[src/design/pns_pkg.sv]
`default_nettype none
package pns_pkg;

  localparam int MaxNucleotides = 4096;
  localparam int StoreBytes     = (MaxNucleotides + 3) / 4;
  localparam int AddrW          = $clog2(StoreBytes);
  localparam int PosW           = 13;
  localparam int CodeW          = 2;
  localparam int OpW            = 3;
  localparam int StatusW        = 2;
  localparam int LaneCntW       = 3;

  localparam logic [PosW-1:0] MaxLen = PosW'(MaxNucleotides);

  typedef logic [OpW-1:0]     op_code_t;
  typedef logic [StatusW-1:0] status_t;
  typedef logic [CodeW-1:0]   nuc_t;
  typedef logic [7:0]         byte_t;

  localparam op_code_t OP_INIT     = 3'd0;
  localparam op_code_t OP_WRITE    = 3'd1;
  localparam op_code_t OP_APPEND   = 3'd2;
  localparam op_code_t OP_READ     = 3'd3;
  localparam op_code_t OP_TRUNCATE = 3'd4;
  localparam op_code_t OP_COUNT    = 3'd5;

  localparam status_t ST_OK    = 2'd0;
  localparam status_t ST_RANGE = 2'd1;
  localparam status_t ST_FULL  = 2'd2;

  typedef enum logic [2:0] {
    S_IDLE,
    S_EXEC,
    S_FILL,
    S_MODIFY,
    S_READ,
    S_COUNT,
    S_FINISH
  } state_t;

  // code repeated in all four lanes
  function automatic byte_t fill_byte(nuc_t code);
    return {4{code}};
  endfunction

  // lane 0 sits in the high bits
  function automatic nuc_t code_at(byte_t b, logic [1:0] lane);
    nuc_t c;
    case (lane)
      2'd0:    c = b[7:6];
      2'd1:    c = b[5:4];
      2'd2:    c = b[3:2];
      default: c = b[1:0];
    endcase
    return c;
  endfunction

  function automatic byte_t put_code(byte_t b, logic [1:0] lane, nuc_t code);
    byte_t r;
    r = b;
    case (lane)
      2'd0:    r[7:6] = code;
      2'd1:    r[5:4] = code;
      2'd2:    r[3:2] = code;
      default: r[1:0] = code;
    endcase
    return r;
  endfunction

endpackage
`default_nettype wire

[src/design/pns_lane_match.sv]
`default_nettype none
// Counts lanes of one packed byte that hold the given code; only the
// first `lanes` lanes take part.
module pns_lane_match (
  input  wire pns_pkg::byte_t                   byte_data,
  input  wire pns_pkg::nuc_t                    code,
  input  wire logic [pns_pkg::LaneCntW-1:0]     lanes,
  output logic [pns_pkg::LaneCntW-1:0]          count
);

  always_comb begin
    count = '0;
    for (int k = 0; k < 4; k++) begin
      if ((pns_pkg::LaneCntW'(k) < lanes) &&
          (pns_pkg::code_at(byte_data, 2'(k)) == code)) begin
        count = count + pns_pkg::LaneCntW'(1);
      end
    end
  end

endmodule
`default_nettype wire
[config.mk]
export PLATFORM = sky130hd
export DESIGN_NAME = pns_lane_match
export DESIGN_NICKNAME = d
export VERILOG_FILES = /design/src/design/pns_pkg.sv /design/src/design/pns_lane_match.sv
export SDC_FILE = /design/constraint.sdc
export NUM_CORES = 1
export LEC_CHECK = 0
export ABC_CLOCK_PERIOD_IN_PS = 2600
export BUFFER_PORTS_ARGS = -buffer_cell sky130_fd_sc_hd__buf_4
export CORE_AREA = 2 2 39 41
export DETAILED_ROUTE_END_ITERATION = 12
export DIE_AREA = 0 0 41 43
export PLACE_DENSITY = 0.44
export SYNTH_ARGS = -nofsm -noshare
export SYNTH_HDL_FRONTEND = slang
export SYNTH_SLANG_ARGS = --single-unit
[constraint.sdc]
create_clock -name vclk -period 2.6
set_clock_uncertainty 0.15 [all_clocks]
set_input_delay 0.39 -clock vclk [all_inputs]
set_output_delay 0.39 -clock vclk [all_outputs]
set_load 0.02 [all_outputs]
==> results_dict.tcl <==
set metrics [dict create \
    areaGrowthSynthToFinish_pct 116 \
    synth_top_family_by_area "XOR/XNOR gates" \
    hpwl_um 466 \
    via_per_inst 4.03 \
    place_area_um2 370 \
    powerDensity_nw_per_um2 256 \
    synthCells 26 \
    via_count 250 \
    syn_nets 42 \
    crit_type "primary input to primary output" \
    setup_tns_ns 0 \
    design.die.area_um2 1760 \
    synth.distinct_cells 12 \
    layout-drive-gt1-share_pct 65.2 \
    fin_hold_ws_ns 1.11 \
    power.leakage_nw 0.220 \
    p_clk_share_pct 0 \
    yosysWarnings 0 \
    num_rows 14 \
    initial_utilization_pct 15.6 \
    grt_usage_pct 5.69 \
    ir_drop_mv 0.0635 \
    tightest_slew_ns 0.355 \
    netSwitchingPower_mw 0.0506 \
    top_level_ports 16 \
    dr.pass1.iters 1 \
    fin_crit_ns 2.56 \
    status "finished clean" \
    timing.final.crit_share_pct 98.6 \
    crit_path_end_kind "primary output" \
    yosys.area_share.simple_pct 12.2 \
    grt_pass1_wl_um 772 \
    cp-start-kind "primary input" \
    drv_cap 0 \
    gp_congestion 0.576 \
    antenna_found_initial 0 \
    io_buffer_count 16 \
    instances_no_fill 62 \
    switching_share_pct 42.4 \
    muxShareOfSynthArea_pct 9.88 \
    synth.avg_cell_area_um2 8.28 \
    fp.dieW_um 41 \
    drt_drc_violations_left 0 \
    final.clkbuf_count 0 \
    setup_viol 0 \
    layout.nets 64 \
    coreArea_um2 1380 \
    drv_slew 0 \
    holdCritPathClass "primary input to primary output" \
    synth_fa_ha_area_share_pct 17.4 \
    post-place-cells 60 \
    nFlopsAndLatches 0 \
    path_max_fanout 3 \
    drt_iter0_drc 0 \
    grt_pass1_vias 226 \
    diodes 0 \
    grt_max_degree 5 \
    wl_um 595 \
    ant_nets 0 \
    grt_overflow 0 \
    yosysSeqAreaShare_pct 0 \
    synth_xor_area_share_pct 44.8 \
    critPathRequiredTime_ns 2.06 \
    multi_input_area_um2 273 \
    fillerInstances 161 \
    place_ws_ns -0.0107 \
    wl_per_cell_um 9.60 \
    clock.fmax_mhz 390 \
    pwr-share-comb_pct 100.0 \
    slew_headroom_pct 76.2 \
    power_frac_seq_pct 0 \
    intPower_mw 0.0687 \
    regArea_um2 0 \
    netlist_area_um2 215 \
    worst_slack_ns 0.0369 \
    synth_compound_area_share_pct 10.5 \
    final_hold_viol_count 0 \
    crit_arrival_ns 2.02 \
    design_area_um2 465 \
    fp.dieH_um 43 \
    cts_hold_buffers 0 \
]
==> area by class of cell <==
class	instances	area share [%]
multi-input cells	23	58.6
repair buffers	20	34.7
well taps	16	4.30
inverters	3	2.42
==> path summary, 6_finish.rpt <==
| path | from | endpoint | depth (start not counted) |
|---|---|---|---|
| setup / recovery | lanes[2] | count[1] | 7 |
| hold / removal | byte_data[0] | count[2] | 5 |
==> routing by layer <==
metal	track usage, %	wire length (um)	vias to the layer above
li1	-	-	129
met1	6.33	215	111
met5	0	0	-
met2	11.6	314	10
met4	0	0	0
met3	0	65	0
==> Yosys cell counts <==
| cell | instances | share of area (%) |
|---|---|---|
| xnor2_1 | 7 | 28 |
| xor2_1 | 4 | 16 |
| ha_1 | 3 | 17 |
| inv_1 | 3 | 5.2 |
| nand3_1 | 2 | 4.7 |
| a21oi_1 | 1 | 2.3 |
| mux2_2 | 1 | 5.2 |
| mux2i_1 | 1 | 4.7 |
| nand4_1 | 1 | 2.9 |
| nor3_2 | 1 | 4.7 |
| o211ai_1 | 1 | 3.5 |
| o311a_1 | 1 | 4.7 |
==> cell families after synthesis <==
family	after synthesis
muxes	2
buffers and inverters	3
xor gates and xnor gates	11
adders and majority gates	3
and+or+nand+nor	4
AOI/OAI and AO/OA	3
==> timing repair <==
action                                  CTS  global route
resized for setup                         0            12
gates cloned                              0             0
setup buffers                             0             2
pin swaps                                 1             6
endpoints found under the setup margin    1             2
==> through the flow <==
stage	util, %	total power, mW
final	33.6	0.119
after global routing	33.6	0.130
after CTS	26.8	0.0929
after detailed placement	26.8	0.0923
after global placement	26.8	0.0918
after floorplan	-	0.0486
==> critical path: stages <==
cell	delay (ns)
buf_4	0.12
o311a_4	0.36
ha_4	0.25
xor2_2	0.18
ha_1	0.31
mux2_4	0.28
buf_6	0.13
==> layout by cell type (no fill, tap or decap) <==
cell	Yosys	routed
buf_4	0	17
xnor2_2	0	4
inv_1	3	3
xor2_1	4	3
xnor2_1	7	3
buf_6	0	3
nand3_1	2	2
ha_1	3	2
o311a_4	0	1
o211ai_1	1	1
a21oi_1	1	1
nor3_2	1	1
mux2i_2	0	1
xor2_2	0	1
mux2_4	0	1
nand4_1	1	1
ha_4	0	1
==> power groups by stage <==
| stage | combinational, mW | sequential, mW | clock, mW |
|---|---|---|---|
| floorplan | 0.0486 | 0 | 0 |
| global route | 0.130 | 0 | 0 |
| finish | 0.119 | 0 | 0 |
| detailed placement | 0.0923 | 0 | 0 |
| global placement | 0.0918 | 0 | 0 |
| CTS | 0.0929 | 0 | 0 |
(Power assumes the default switching activity.)
